<file path="src/design/sdcp_pkg.sv">
// ----------------------------------------------------------------------------
// sdcp_pkg: shared types and constants of the serial disk command port.
// Field widths, protocol codes and the bundle passed from front to back.
// ----------------------------------------------------------------------------
package sdcp_pkg;

    localparam int SECTOR_BYTES      = 128;
    localparam int SECTORS_PER_TRACK = 32;
    localparam int RESPONSE_DEPTH    = 256;
    localparam int PTR_W             = $clog2(RESPONSE_DEPTH + 1);
    localparam int ADDR_W            = $clog2(RESPONSE_DEPTH);
    localparam int CNT_W             = $clog2(SECTOR_BYTES + 1);
    localparam int SPT_W             = $clog2(SECTORS_PER_TRACK + 1);
    localparam int IDX_W             = 20;
    localparam int CAP_W             = 21;
    localparam int FULL_IDX_W        = 15 + SPT_W + 1;

    localparam logic [1:0] MODE_READ    = 2'd0;
    localparam logic [1:0] MODE_WRITE   = 2'd1;
    localparam logic [1:0] MODE_STORAGE = 2'd2;

    localparam logic [1:0] PORT_DATA   = 2'd0;
    localparam logic [1:0] PORT_STATUS = 2'd2;

    localparam logic [1:0] KIND_BUS   = 2'd0;
    localparam logic [1:0] KIND_RDREQ = 2'd1;
    localparam logic [1:0] KIND_WRB   = 2'd2;

    localparam logic [1:0] REG_ATTACHED = 2'd0;
    localparam logic [1:0] REG_RDONLY   = 2'd1;
    localparam logic [1:0] REG_CAP0     = 2'd2;
    localparam logic [1:0] REG_CAP1     = 2'd3;

    localparam logic [7:0] CH_AT   = 8'h40;
    localparam logic [7:0] CH_R    = 8'h52;
    localparam logic [7:0] CH_W    = 8'h57;
    localparam logic [7:0] FILL_B  = 8'hE5;
    localparam logic [7:0] STAT_B  = 8'h04;
    localparam logic [7:0] OTHER_B = 8'hFF;

    // Operations that the front hands to the back.
    typedef enum logic [2:0] {
        OP_POP    = 3'd0,
        OP_STATUS = 3'd1,
        OP_OTHER  = 3'd2,
        OP_RDREQ  = 3'd3,
        OP_WRB    = 3'd4,
        OP_FILL   = 3'd5,
        OP_PUSH   = 3'd6
    } op_t;

    typedef struct packed {
        op_t              op;
        logic [7:0]       value;
        logic             unit;
        logic [IDX_W-1:0] sector_index;
        logic [6:0]       byte_index;
        logic             last;
    } cmd_t;

endpackage

</file>
<file path="src/design/sdcp_front.sv">
// ----------------------------------------------------------------------------
// sdcp_front: protocol parser.
// Accepts bus and storage transfers, tracks the command protocol and
// classifies each transfer into one operation for the back end.
// ----------------------------------------------------------------------------
module sdcp_front (
    input  logic                  clk,
    input  logic                  rst_n,
    input  logic                  in_valid,
    output logic                  in_stall,
    input  logic [1:0]            mode,
    input  logic [1:0]            port_offset,
    input  logic [7:0]            data,
    input  logic [1:0]            attached_mask,
    input  logic [1:0]            read_only_mask,
    input  logic [sdcp_pkg::CAP_W-1:0] cap0,
    input  logic [sdcp_pkg::CAP_W-1:0] cap1,
    input  logic                  q_full,
    output logic                  q_push,
    output sdcp_pkg::cmd_t        q_cmd
);
    import sdcp_pkg::*;

    typedef enum logic [8:0] {
        PH_IDLE   = 9'b000000001,
        PH_PREFIX = 9'b000000010,
        PH_RD_HI  = 9'b000000100,
        PH_RD_LO  = 9'b000001000,
        PH_RD_SEC = 9'b000010000,
        PH_WR_HI  = 9'b000100000,
        PH_WR_LO  = 9'b001000000,
        PH_WR_SEC = 9'b010000000,
        PH_WR_DAT = 9'b100000000
    } phase_t;

    phase_t            phase_reg, phase_next;
    logic              unit_reg, unit_next;
    logic [6:0]        thi_reg, thi_next;
    logic [14:0]       track_reg, track_next;
    logic [IDX_W-1:0]  sidx_reg, sidx_next;
    logic [CNT_W-1:0]  wcnt_reg, wcnt_next;
    logic              wperm_reg, wperm_next;
    logic [CNT_W-1:0]  pend_reg, pend_next;

    logic                  acc;
    logic [FULL_IDX_W-1:0] full_idx;
    logic [CAP_W-1:0]      cap;
    logic                  idx_ok;
    logic                  attached;
    logic                  rdonly;

    assign in_stall = q_full;
    assign acc      = in_valid && !q_full;

    // Sector index from the stored track and the incoming sector byte.
    assign full_idx = FULL_IDX_W'(track_reg) * FULL_IDX_W'(SECTORS_PER_TRACK)
                    + FULL_IDX_W'(data);
    assign cap      = unit_reg ? cap1 : cap0;
    assign idx_ok   = (full_idx < FULL_IDX_W'(1 << IDX_W))
                    && ({{(CAP_W > FULL_IDX_W ? 0 : FULL_IDX_W - CAP_W){1'b0}}, cap}
                        > FULL_IDX_W'(full_idx)) ;
    assign attached = attached_mask[unit_reg];
    assign rdonly   = read_only_mask[unit_reg];

    // Parser and classification.
    always_comb
    begin
        phase_next = phase_reg;
        unit_next  = unit_reg;
        thi_next   = thi_reg;
        track_next = track_reg;
        sidx_next  = sidx_reg;
        wcnt_next  = wcnt_reg;
        wperm_next = wperm_reg;
        pend_next  = pend_reg;
        q_push     = 1'b0;
        q_cmd      = '0;
        q_cmd.op   = OP_OTHER;
        if (acc) begin
            case (mode)
                MODE_READ:
                begin
                    q_push = 1'b1;
                    if (port_offset == PORT_DATA)
                        q_cmd.op = OP_POP;
                    else if (port_offset == PORT_STATUS)
                        q_cmd.op = OP_STATUS;
                    else
                        q_cmd.op = OP_OTHER;
                end
                MODE_STORAGE:
                begin
                    if (pend_reg != '0) begin
                        q_push      = 1'b1;
                        q_cmd.op    = OP_PUSH;
                        q_cmd.value = data;
                        pend_next   = pend_reg - 1'b1;
                    end
                end
                MODE_WRITE:
                begin
                    if (port_offset == PORT_DATA) begin
                        unique case (phase_reg)
                            PH_IDLE:
                                if (data == CH_AT) phase_next = PH_PREFIX;
                            PH_PREFIX:
                                if (data == CH_R)      phase_next = PH_RD_HI;
                                else if (data == CH_W) phase_next = PH_WR_HI;
                                else                   phase_next = PH_IDLE;
                            PH_RD_HI, PH_WR_HI:
                            begin
                                thi_next   = data[6:0];
                                unit_next  = data[7];
                                phase_next = (phase_reg == PH_RD_HI) ? PH_RD_LO : PH_WR_LO;
                            end
                            PH_RD_LO, PH_WR_LO:
                            begin
                                track_next = {thi_reg, data};
                                phase_next = (phase_reg == PH_RD_LO) ? PH_RD_SEC : PH_WR_SEC;
                            end
                            PH_RD_SEC:
                            begin
                                sidx_next  = full_idx[IDX_W-1:0];
                                phase_next = PH_IDLE;
                                q_push     = 1'b1;
                                if (attached && idx_ok) begin
                                    pend_next          = CNT_W'(SECTOR_BYTES);
                                    q_cmd.op           = OP_RDREQ;
                                    q_cmd.unit         = unit_reg;
                                    q_cmd.sector_index = full_idx[IDX_W-1:0];
                                end else begin
                                    q_cmd.op = OP_FILL;
                                end
                            end
                            PH_WR_SEC:
                            begin
                                sidx_next  = full_idx[IDX_W-1:0];
                                wperm_next = attached && !rdonly && idx_ok;
                                wcnt_next  = '0;
                                phase_next = PH_WR_DAT;
                            end
                            PH_WR_DAT:
                            begin
                                if (wperm_reg) begin
                                    q_push             = 1'b1;
                                    q_cmd.op           = OP_WRB;
                                    q_cmd.value        = data;
                                    q_cmd.unit         = unit_reg;
                                    q_cmd.sector_index = sidx_reg;
                                    q_cmd.byte_index   = wcnt_reg[6:0];
                                    q_cmd.last = (wcnt_reg == CNT_W'(SECTOR_BYTES - 1));
                                end
                                wcnt_next = wcnt_reg + 1'b1;
                                if (wcnt_reg == CNT_W'(SECTOR_BYTES - 1))
                                    phase_next = PH_IDLE;
                            end
                            default: phase_next = PH_IDLE;
                        endcase
                    end
                end
                default: ;
            endcase
        end
    end

    // State registers.
    always_ff @(posedge clk or negedge rst_n)
    begin
        if (!rst_n) begin
            phase_reg <= PH_IDLE;
            unit_reg  <= 1'b0;
            thi_reg   <= '0;
            track_reg <= '0;
            sidx_reg  <= '0;
            wcnt_reg  <= '0;
            wperm_reg <= 1'b0;
            pend_reg  <= '0;
        end else begin
            phase_reg <= phase_next;
            unit_reg  <= unit_next;
            thi_reg   <= thi_next;
            track_reg <= track_next;
            sidx_reg  <= sidx_next;
            wcnt_reg  <= wcnt_next;
            wperm_reg <= wperm_next;
            pend_reg  <= pend_next;
        end
    end

endmodule

</file>
<file path="src/design/sdcp_queue.sv">
// ----------------------------------------------------------------------------
// sdcp_queue: two-entry command queue between front and back.
// Full only when both entries hold commands, so the front can keep going.
// ----------------------------------------------------------------------------
module sdcp_queue (
    input  logic           clk,
    input  logic           rst_n,
    input  logic           push,
    input  sdcp_pkg::cmd_t push_cmd,
    output logic           full,
    input  logic           pop,
    output logic           not_empty,
    output sdcp_pkg::cmd_t head
);
    import sdcp_pkg::*;

    cmd_t       slot_reg [2];
    logic       rd_reg, rd_next;
    logic       wr_reg, wr_next;
    logic [1:0] cnt_reg, cnt_next;

    assign full      = (cnt_reg == 2'd2);
    assign not_empty = (cnt_reg != 2'd0);
    assign head      = slot_reg[rd_reg];

    // Pointer and count update.
    always_comb
    begin
        rd_next  = pop ? ~rd_reg : rd_reg;
        wr_next  = push ? ~wr_reg : wr_reg;
        cnt_next = cnt_reg + {1'b0, push} - {1'b0, pop};
    end

    always_ff @(posedge clk or negedge rst_n)
    begin
        if (!rst_n) begin
            rd_reg  <= 1'b0;
            wr_reg  <= 1'b0;
            cnt_reg <= '0;
        end else begin
            rd_reg  <= rd_next;
            wr_reg  <= wr_next;
            cnt_reg <= cnt_next;
        end
    end

    // Entry storage.
    always_ff @(posedge clk)
    begin
        if (push)
            slot_reg[wr_reg] <= push_cmd;
    end

endmodule

</file>
<file path="src/design/sdcp_back.sv">
// ----------------------------------------------------------------------------
// sdcp_back: executes queued commands.
// Owns the response buffer, drives the output register and runs the
// background 0xE5 fill after a failed read.
// ----------------------------------------------------------------------------
module sdcp_back (
    input  logic                       clk,
    input  logic                       rst_n,
    input  logic                       q_not_empty,
    input  sdcp_pkg::cmd_t             q_head,
    output logic                       q_pop,
    output logic                       out_valid,
    input  logic                       out_stall,
    output logic [1:0]                 kind,
    output logic [7:0]                 value,
    output logic                       unit,
    output logic [sdcp_pkg::IDX_W-1:0] sector_index,
    output logic [6:0]                 byte_index,
    output logic                       last
);
    import sdcp_pkg::*;

    logic [7:0]       mem [RESPONSE_DEPTH];
    logic [PTR_W-1:0] fill_reg, fill_next;
    logic [PTR_W-1:0] drain_reg, drain_next;
    logic [CNT_W-1:0] efill_reg, efill_next;

    // Pending pop: read data comes from the registered memory port.
    logic             popw_reg, popw_next;
    logic [7:0]       rdata_reg;

    logic             ov_reg, ov_next;
    logic [1:0]       kind_reg, kind_next;
    logic [7:0]       val_reg, val_next;
    logic             unit_reg, unit_next;
    logic [IDX_W-1:0] sidx_reg, sidx_next;
    logic [6:0]       bidx_reg, bidx_next;
    logic             last_reg, last_next;

    logic             out_free;
    logic             busy_fill;
    logic             do_wr;
    logic [ADDR_W-1:0] wr_addr;
    logic [7:0]       wr_data;
    logic             do_rd;
    logic [ADDR_W-1:0] rd_addr;
    logic             has_data;

    assign out_free  = !ov_reg || !out_stall;
    assign busy_fill = (efill_reg != '0);
    assign has_data  = fill_reg > drain_reg;

    // Command execution. The fill stalls everything until it is done,
    // and a pop waits for its registered memory read.
    always_comb
    begin
        fill_next  = fill_reg;
        drain_next = drain_reg;
        efill_next = efill_reg;
        popw_next  = 1'b0;
        ov_next    = ov_reg && out_stall;
        kind_next  = kind_reg;
        val_next   = val_reg;
        unit_next  = unit_reg;
        sidx_next  = sidx_reg;
        bidx_next  = bidx_reg;
        last_next  = last_reg;
        q_pop      = 1'b0;
        do_wr      = 1'b0;
        wr_addr    = fill_reg[ADDR_W-1:0];
        wr_data    = FILL_B;
        do_rd      = 1'b0;
        rd_addr    = drain_reg[ADDR_W-1:0];
        if (popw_reg) begin
            // Output slot was reserved when the pop was taken.
            ov_next   = 1'b1;
            kind_next = KIND_BUS;
            val_next  = rdata_reg;
            unit_next = 1'b0;
            sidx_next = '0;
            bidx_next = '0;
            last_next = 1'b0;
        end else if (busy_fill) begin
            if (fill_reg < PTR_W'(RESPONSE_DEPTH)) begin
                do_wr     = 1'b1;
                fill_next = fill_reg + 1'b1;
            end
            efill_next = efill_reg - 1'b1;
        end else if (q_not_empty && out_free) begin
            q_pop = 1'b1;
            case (q_head.op)
                OP_POP:
                begin
                    if (has_data) begin
                        do_rd     = 1'b1;
                        popw_next = 1'b1;
                        ov_next   = 1'b0;
                        if (drain_reg + 1'b1 >= fill_reg) begin
                            drain_next = '0;
                            fill_next  = '0;
                        end else begin
                            drain_next = drain_reg + 1'b1;
                        end
                    end else begin
                        ov_next   = 1'b1;
                        kind_next = KIND_BUS;
                        val_next  = '0;
                        unit_next = 1'b0;
                        sidx_next = '0;
                        bidx_next = '0;
                        last_next = 1'b0;
                    end
                end
                OP_STATUS, OP_OTHER:
                begin
                    ov_next   = 1'b1;
                    kind_next = KIND_BUS;
                    val_next  = (q_head.op == OP_STATUS) ? (STAT_B | {7'd0, has_data})
                                                         : OTHER_B;
                    unit_next = 1'b0;
                    sidx_next = '0;
                    bidx_next = '0;
                    last_next = 1'b0;
                end
                OP_RDREQ, OP_WRB:
                begin
                    ov_next   = 1'b1;
                    kind_next = (q_head.op == OP_RDREQ) ? KIND_RDREQ : KIND_WRB;
                    val_next  = q_head.value;
                    unit_next = q_head.unit;
                    sidx_next = q_head.sector_index;
                    bidx_next = q_head.byte_index;
                    last_next = q_head.last;
                end
                OP_FILL:
                    efill_next = CNT_W'(SECTOR_BYTES);
                OP_PUSH:
                begin
                    if (fill_reg < PTR_W'(RESPONSE_DEPTH)) begin
                        do_wr     = 1'b1;
                        wr_data   = q_head.value;
                        fill_next = fill_reg + 1'b1;
                    end
                end
                default: ;
            endcase
        end
    end

    always_ff @(posedge clk or negedge rst_n)
    begin
        if (!rst_n) begin
            fill_reg  <= '0;
            drain_reg <= '0;
            efill_reg <= '0;
            popw_reg  <= 1'b0;
            ov_reg    <= 1'b0;
        end else begin
            fill_reg  <= fill_next;
            drain_reg <= drain_next;
            efill_reg <= efill_next;
            popw_reg  <= popw_next;
            ov_reg    <= ov_next;
        end
    end

    // Output payload register.
    always_ff @(posedge clk)
    begin
        kind_reg <= kind_next;
        val_reg  <= val_next;
        unit_reg <= unit_next;
        sidx_reg <= sidx_next;
        bidx_reg <= bidx_next;
        last_reg <= last_next;
    end

    // Response buffer memory.
    always_ff @(posedge clk)
    begin
        if (do_wr)
            mem[wr_addr] <= wr_data;
        if (do_rd)
            rdata_reg <= mem[rd_addr];
    end

    assign out_valid    = ov_reg;
    assign kind         = kind_reg;
    assign value        = val_reg;
    assign unit         = unit_reg;
    assign sector_index = sidx_reg;
    assign byte_index   = bidx_reg;
    assign last         = last_reg;

endmodule

</file>
<file path="src/design/serial_disk_command_port_core.sv">
// ----------------------------------------------------------------------------
// serial_disk_command_port_core: byte-wide disk command port.
//
//   Channel   Handshake              Payload
//   in        in_valid / in_stall    mode, port_offset, data
//   out       out_valid / out_stall  kind, value, unit, sector_index,
//                                    byte_index, last
//   cfg       cfg_valid / cfg_ready  cfg_index, cfg_data
//
// One transfer per cycle in steady state while the queue is not full; a
// result passes through the queue entry and then the output register, and a
// data read of a queued byte also passes through the registered buffer read
// port. A failed read starts a background 0xE5 fill of up to 128 bytes during
// which the back end executes no other command; the front end stalls once
// the two-entry queue is full. Reset is asynchronous and clears all control
// state; the response buffer holds no reset value.
// ----------------------------------------------------------------------------
module serial_disk_command_port_core (
    input  logic        clk,
    input  logic        rst_n,
    input  logic        in_valid,
    output logic        in_stall,
    input  logic [1:0]  mode,
    input  logic [1:0]  port_offset,
    input  logic [7:0]  data,
    output logic        out_valid,
    input  logic        out_stall,
    output logic [1:0]  kind,
    output logic [7:0]  value,
    output logic        unit,
    output logic [19:0] sector_index,
    output logic [6:0]  byte_index,
    output logic        last,
    input  logic        cfg_valid,
    output logic        cfg_ready,
    input  logic [1:0]  cfg_index,
    input  logic [20:0] cfg_data
);
    import sdcp_pkg::*;

    logic [1:0]       att_reg, ro_reg;
    logic [CAP_W-1:0] cap0_reg, cap1_reg;
    logic             q_full, q_push, q_pop, q_ne;
    cmd_t             q_cmd, q_head;

    assign cfg_ready = 1'b1;

    // Configuration registers.
    always_ff @(posedge clk or negedge rst_n)
    begin
        if (!rst_n) begin
            att_reg  <= '0;
            ro_reg   <= '0;
            cap0_reg <= CAP_W'(65536);
            cap1_reg <= CAP_W'(65536);
        end else if (cfg_valid) begin
            unique case (cfg_index)
                REG_ATTACHED: att_reg  <= cfg_data[1:0];
                REG_RDONLY:   ro_reg   <= cfg_data[1:0];
                REG_CAP0:     cap0_reg <= cfg_data;
                REG_CAP1:     cap1_reg <= cfg_data;
                default: ;
            endcase
        end
    end

    sdcp_front u_front (
        .clk(clk), .rst_n(rst_n), .in_valid(in_valid), .in_stall(in_stall),
        .mode(mode), .port_offset(port_offset), .data(data),
        .attached_mask(att_reg), .read_only_mask(ro_reg),
        .cap0(cap0_reg), .cap1(cap1_reg),
        .q_full(q_full), .q_push(q_push), .q_cmd(q_cmd)
    );

    sdcp_queue u_queue (
        .clk(clk), .rst_n(rst_n), .push(q_push), .push_cmd(q_cmd),
        .full(q_full), .pop(q_pop), .not_empty(q_ne), .head(q_head)
    );

    sdcp_back u_back (
        .clk(clk), .rst_n(rst_n), .q_not_empty(q_ne), .q_head(q_head),
        .q_pop(q_pop), .out_valid(out_valid), .out_stall(out_stall),
        .kind(kind), .value(value), .unit(unit), .sector_index(sector_index),
        .byte_index(byte_index), .last(last)
    );

endmodule

</file>
<file path="config.mk">
export PLATFORM = sky130hd
export DESIGN_NAME = serial_disk_command_port_core
export DESIGN_NICKNAME = d
export VERILOG_FILES = /design/src/design/sdcp_pkg.sv /design/src/design/sdcp_front.sv /design/src/design/sdcp_queue.sv /design/src/design/sdcp_back.sv /design/src/design/serial_disk_command_port_core.sv
export SDC_FILE = /design/constraint.sdc
export NUM_CORES = 2
export LEC_CHECK = 0
export BUFFER_PORTS_ARGS = -buffer_cell sky130_fd_sc_hd__buf_2
export CAP_MARGIN = 20
export CORE_UTILIZATION = 40
export DETAILED_ROUTE_END_ITERATION = 8
export MAX_ROUTING_LAYER = met4
export SETUP_SLACK_MARGIN = 0.15
export SLEW_MARGIN = 30
export SYNTH_ARGS = -nofsm -noshare
export SYNTH_HDL_FRONTEND = slang
export SYNTH_SLANG_ARGS = --single-unit
</file>
<file path="constraint.sdc">
create_clock -name clk -period 7.1 [get_ports clk]
set_input_delay 0 -clock clk [delete_from_list [all_inputs] [get_ports clk]]
set_output_delay 0 -clock clk [all_outputs]
set_load 0.02 [all_outputs]
</file>
==> run metrics <==
outcome=completed; crit-path most repeated cell=a2111oi_0; drt wl/cell=30.10 um; Req. time, crit path=between 7000 and 8000 ps; DRC viols=0; area of the multi-input gates=22670 sq um; Reg clk slew, reported paths=70 ps; Total Nets Final=approximately 5300; Max Slew Vio Count=0; antenna violations before repair=7; clock buffer depth=3; CTS root buf=clkbuf_16; Ports=around 80; critical path depth in cells=9; Setup Crit Path Kind=reg -> reg; start of the worst register-to-register path=u_back.drain_reg[2]; post-route cell area=105000 sq um; DP Area=96870 sq um; drt total wl=254.1 mm; CP Cell Sequence=buf_4, nand2b_2, buf_12, o221ai_1, a21o_1, o21ai_0, a2111oi_0, a2111oi_0, o31ai_1; drt pass-1 iters=6; Setup crit end kind=flop; Worst Clk Skew=69.69 ps; Synth Instances=approximately 5000; die height=484.7 um; setup bufs post-CTS=0; WP buf/inv=2; Fin. Hold Viols=0; Yosys Warn Count=0; pwr dens=307.7 nW/um^2; Synth Flop Type=edfxtp_1; vias in the first global route=~49000; R2R Setup Slk=2180 ps; RSZ-0062 raised after global routing=false; I/O Buffers=80; share of layout cells above drive strength 1=0.1999; max reg flops=2048; simple logic cell fraction of the synthesized area=0.04020; Yosys top cell area share=0.6907; CTS Hold Bufs=77; CTS Buf Count=~230; post-synth top area cell=edfxtp_1; Compound-Gate Fraction of Synth Area=0.04473; worst relative slew slack=0.1927; Fill cells=19450; number of max-cap violations=0; maximum vdd drop=0.2714 mV; first-pass GRT wire length=363.6 mm; Final ANT Viol Nets=0; crit path capture=u_back.rdata_reg[6]; Post-Place Setup Slack=2292 ps; largest stage delay on the critical path=930 ps; family with the most delay on the worst path=compound AO/OA/AOI/OAI gates; total power=0.03232 W; Post-Synth XOR/XNOR Area=0.003947; R2R Path End=u_back.rdata_reg[6]; crit path DAT=around 5700 ps; RD Place Congestion=between 0.9 and 1; leak pwr=approximately 35 nW; CP max stage cell=a2111oi_0; DIE WIDTH=around 480 um; Mapped Area=93210 sq um; share of flip-flops with an asynchronous set or reset=0.06331; count of different cell masters after synthesis=just over 90; EDFF count, synth=roughly 2100; Die Area=235000 sq um; Post-DP HPWL=155.5 mm; largest net degree at the start of global routing=between 200 and 250; htree depth=4; 1st-iter DRT viols=6147; GR Util All Layers=0.2213; final design utilization=0.4551; commonest non-fill, non-tap cell in the layout=edfxtp_1; type of origin of the critical path=flop; clk_lat worst skew=900 ps; site row count=roughly 180; grt ovf=0; Seq/Total Area, Yosys=0.7369; most frequent cells in the layout=edfxtp_1, nor2_1, mux4_2, mux2i_1, clkbuf_16; via count=49770; main combinational cell family by area after synthesis=multiplexers; Synth Net Count=5100; total clock sinks=2322; Worst Max-Slew Pin Slew=1211 ps; proportion of synthesized area in mux cells=0.1443; vias per std cell=5.895; final-report setup violation count=0; Synth Register Bits=2322; Synth area leaders=edfxtp_1, mux4_2, dfrtp_1, mux2i_1, nor2_1; Final period util=0.6936; Final TNS setup=0 ps; Register Area=between 60000 and 70000 sq um; adder-cell area share of the yosys netlist=0.007866; min Tclk post-route=a little under 5000 ps; crit path max fanout=30; Core ar.=230800 sq um; max frequency=just over 0.2 GHz; Setup WS post-layout=2176 ps; Post-Syn Area per Cell=between 15 and 20 sq um; CP Launch Point=u_back.drain_reg[2]; area overhead of the layout relative to synthesis=12.69%; Hold Crit Class=in -> reg; worst r2r path cells=9; post-cts sizing count=0; initial core utilization=0.4039; CTS tree=done
## power by group
group	leakage [nW]	internal, W	switching (W)
clock	3.51	0.00655	0.00520
combinational	8.70	0.00186	0.00311
sequential	22.6	0.0153	0.000304
## logic make-up (layout without fill, tap and decap cells)
group,Yosys count,count (layout)
flops,2322,2322
fa+ha+maj,58,58
simple gates,826,826
compound gates,593,593
buf+inv,341,751
mux,819,819
xor+xnor,42,42
other cells,1,5
## stage by stage
step / std cells / hold WS (ps)
floorplan: 5002 / -295.6
global placement: 7937 / 114.0
detailed placement: 7942 / 124.0
CTS: 8433 / 14.80
global route: 8441 / 58.64
finish: 8442 / 73.90
## synthesized netlist by cell type, drive strengths merged, types with 64 or more instances
| cell type | count |
|---|---|
| mux2 | 120 |
| nor2 | 398 |
| a22oi | 80 |
| mux2i | 301 |
| dfrtp | 144 |
| clkbuf | 110 |
| buf | 167 |
| o21ai | 83 |
| a21oi | 130 |
| edfxtp | 2144 |
| mux4 | 398 |
| nand2 | 171 |
| nand3 | 64 |
## area by class of cell
type,count,area share
antenna,4,0.00009529
clock buffer,299,0.05763
clock inverter,115,0.01107
inverter,64,0.002347
multi-input combinational,2339,0.2158
sequential,2322,0.6541
tap,3026,0.03604
timing repair buffer,273,0.02293
## worst reg2reg max path, cell delays in order (launching register included)
cell,delay [ps]
dfrtp_4,730
buf_4,590
nand2b_2,730
buf_12,430
o221ai_1,460
a21o_1,130
o21ai_0,230
a2111oi_0,930
a2111oi_0,280
o31ai_1,280
## routing by layer
layer	wire, um	GRT usage	up-vias
met5	0	-	-
met4	9077	0.07307	0
met3	21810	0.04090	444
met2	119000	0.3371	2337
met1	104200	0.3004	26270
li1	-	-	20720
## worst min-delay path by stage
stage | from | slack (ps) | depth (start not counted) | end
5_1_grt | data[6] | 60 | 3 | u_front.thi_reg[6]
3_5_place_dp | rst_n | 120 | 1 | cap1_reg[14]
3_3_place_gp | rst_n | 110 | 1 | cap0_reg[14]
4_1_cts | data[6] | 10 | 3 | u_front.thi_reg[6]
6_report | data[6] | 70 | 3 | u_front.thi_reg[6]
2_1_floorplan | rst_n | -300 | 0 | att_reg[0]
Power figures use the tool's default switching activity.
